<file path="config.mk">
export PLATFORM = sky130hd
export DESIGN_NAME = zrs_ram
export DESIGN_NICKNAME = d
export VERILOG_FILES = /design/src/zrs_ram.sv
export SDC_FILE = /design/constraint.sdc
export NUM_CORES = 1
export LEC_CHECK = 0
export BUFFER_PORTS_ARGS = -buffer_cell sky130_fd_sc_hd__clkbuf_2
export CAP_MARGIN = 20
export CORE_MARGIN = 2
export CORE_UTILIZATION = 29
export CTS_BUF_LIST = sky130_fd_sc_hd__clkbuf_8
export CTS_CLUSTER_SIZE = 24
export DETAILED_ROUTE_END_ITERATION = 12
export PLACE_DENSITY = 0.5
export SLEW_MARGIN = 20
export SYNTH_ARGS = -nofsm -noshare
export SYNTH_HDL_FRONTEND = slang
export SYNTH_SLANG_ARGS = --single-unit
</file>
<file path="constraint.sdc">
create_clock -name clk -period 3.65 [get_ports clk]
set_clock_uncertainty 0.2 [all_clocks]
set_input_delay 0.365 -clock clk [delete_from_list [all_inputs] [get_ports clk]]
set_output_delay 0.365 -clock clk [all_outputs]
set_load 0.005 [all_outputs]
</file>
<file path="src/zrs_ram.sv">
// Generic single-write, single-read RAM with registered read data.
// No dependencies.
module zrs_ram #(
  parameter int WIDTH = 8,
  parameter int DEPTH = 16
) (
  input  logic                     clk,
  input  logic                     we,
  input  logic [$clog2(DEPTH)-1:0] waddr,
  input  logic [WIDTH-1:0]         wdata,
  input  logic [$clog2(DEPTH)-1:0] raddr,
  output logic [WIDTH-1:0]         rdata
);

  logic [WIDTH-1:0] mem [DEPTH];
  logic [WIDTH-1:0] rdata_r;

  always_ff @(posedge clk) begin
    if (we) begin
      mem[waddr] <= wdata;
    end
    rdata_r <= mem[raddr];
  end

  assign rdata = rdata_r;

endmodule

</file>
==> results.ini <==
[detailed_routing]
wl_per_cell_um = 20.4
drc = 0
drt_iter0_markers = 224
vias_per_cell = 4.66
vias = 2365
wl_met2_mm = 4.60
routed_wl_mm = 10.3
ant_nets = 0
wl_met3_um = 659
top_layer_used = met4
met1_length_mm = 4.97
first_pass_iters = 4

[global_route]
grt_pass1_vias = 2539
grt_pass1_wl_mm = 15.7
grt_overflow = 0
grt_max_degree = 25
grt_use_total_pct = 12.1
antenna_found_initial = 0

[floorplan]
core_area_um2 = 17300
dieArea_um2 = 18800
die_y_um = 137
std_cell_rows = 48
start_util_pct = 29.8
die_w_um = 137
ios = 26

[pwr]
p_int_uw = 2530
switching_share_pct = 20.3
pwr-share-clk_pct = 39.7
p_per_area_nw_per_um2 = 536
pwr-share-seq_pct = 55.3
ir_drop_v = 0.000242
p_sw_uw = 643
power_frac_comb_pct = 4.9
leakagePower_uw = 0.00194

[layout]
syn2layout_area_growth_pct = 15.1
n_antenna_cell = 0
multi_input_area_um2 = 1060
final_nets = 287
nFillCells = 1643
layout.area.seq_um2 = 4000
layout_common_cells = edfxtp_1 (128), clkbuf_2 (25), mux4_2 (18), clkbuf_8 (17), a22oi_1 (16)
final_common_cell = edfxtp_1
drive_above_1_share_pct = 26.2

[yosys]
ys_seq_area_share_pct = 77.8
synth_warnings = 0
synthCells = 229
synthesis.nets = 247
avgSynthCellArea_um2 = 22.5
syn_area_um2 = 5150
synth-seq-cells = 136
synthDistinctLibCells = 19

[critical_path]
critPathArrivalTime_ns = 2.05
required_ns = 3.77
slowest_delay_ns = 0.57
path_delay_family = buffers and inverters
crit_fanout = 23
ff2ff_path_depth = 3
r2r-start = mem[1][1]$_DFFE_PP_
worstPathCellList = clkbuf_2, buf_12, mux4_1, a22oi_1, nand2_1
critPathLaunchType = primary input
crit_type = primary input to register
endpoint_kind = register
cp.depth = 5
startpoint = raddr[0]
slowest_stage = mux4_1
crit_buf_inv = 2

[hold_path]
min_path_cells = 1
min-delay-start = wdata[4]
hp-class = primary input to register

[clocking]
clk_pin_slew_ns = 0.07
worstSkewPairLatency_ns = 0.44
cts_sinks = 136
cts_tree = yes
numCtsBuffers = 17
cts_resized = 0
post-cts-setup-buffers = 0
cts_max_path_buffers = 2
holdBufCountCts = 0
htreeDepth = 4
cts_root_buf = clkbuf_8

[timing]
fin_crit_sh_pct = 52.7
drv_slew = 0
slew-limit-headroom_pct = 35.9
rsz0062_at_grt = no
post-route-min-period_ns = 1.92
max_freq_ghz = 0.520
fin_ws_ns = 1.73
timing_worst_slew_pin_value_ns = 0.958
report.final.setup_viol = 0
hold_viol = 0
tns_ns = 0

[run]
drv_cap = 0

[place]
pre_cts_slack_ns = 1.24
dpl.hpwl_mm = 6.73
portBuffers = 25
gp_congestion = 0.677

[outcome]
status = completed

==> final timing paths <==
path                               to  slack (ns)
setup reg to reg     rdata[1]$_DFF_P_        1.98
hold / removal    mem[6][4]$_DFFE_PP_        0.15
setup / recovery     rdata[1]$_DFF_P_        1.73
hold reg to reg      rdata[5]$_DFF_P_        0.48
==> flip-flops by register name, summed over array words and instances, names as in the netlist <==
name and count:
rdata 8, mem 128
==> cell type report <==
cell class / count / share of cell area, %
flip-flops and latches: 136 / 67.6
multi-input cells: 83 / 17.8
well taps: 225 / 4.75
clock buffers: 17 / 3.95
repair buffers: 31 / 3.08
clock inverters: 15 / 2.79
==> synth_stat cells <==
master	count	share of area (%)
a22oi_1	16	2.3
and2_1	1	0.12
and2b_1	1	0.15
buf_2	3	0.29
buf_4	1	0.15
buf_6	3	0.66
clkdlybuf4s25_2	3	0.58
dfxtp_1	8	3.1
edfxtp_1	128	75
mux4_1	14	7.1
mux4_2	18	7.9
nand2_1	9	0.66
nand2b_1	2	0.24
nand3_1	1	0.097
nand3b_1	2	0.29
nor2_1	13	0.95
nor2b_1	1	0.12
nor3_1	4	0.39
or3b_2	1	0.17
==> cell families after synthesis <==
kind of cell	Yosys count	share of synthesized area [%]
flip-flops	136	77.8
AO/OA/AOI/OAI	16	2.33
AND/OR/NAND/NOR	35	3.18
buffers and inverters	10	1.68
multiplexers	32	15.0
==> stage by stage <==
stage / area [um^2] / utilization, % / hold slack (ns) / instances / power [uW]
final: 5920 / 34.3 / 0.155 / 507 / 3170
after global routing: 5920 / 34.3 / 0.159 / 507 / 3280
after CTS: 5920 / 34.3 / 0.122 / 507 / 3200
after detailed placement: 5530 / 31.9 / 0.457 / 475 / 1950
after global placement: 5530 / 31.9 / 0.455 / 475 / 1950
after floorplan: 5150 / - / 0.264 / 229 / 1880
==> per-layer routing <==
metal  vias up  track usage (%)
li1       1054                -
met1      1241             16.8
met2        62             17.5
met3         8             4.34
met4         0             4.12
met5         -                0
==> power by group through the flow <==
stage	Clock (uW)	Sequential (uW)	Combinational (uW)
2_1_floorplan	0	1790	88.6
3_3_place_gp	0	1790	156
3_5_place_dp	0	1790	159
4_1_cts	1290	1760	159
5_1_grt	1350	1760	172
6_report	1260	1760	156
No activity file was read; power rests on OpenSTA's default activity.
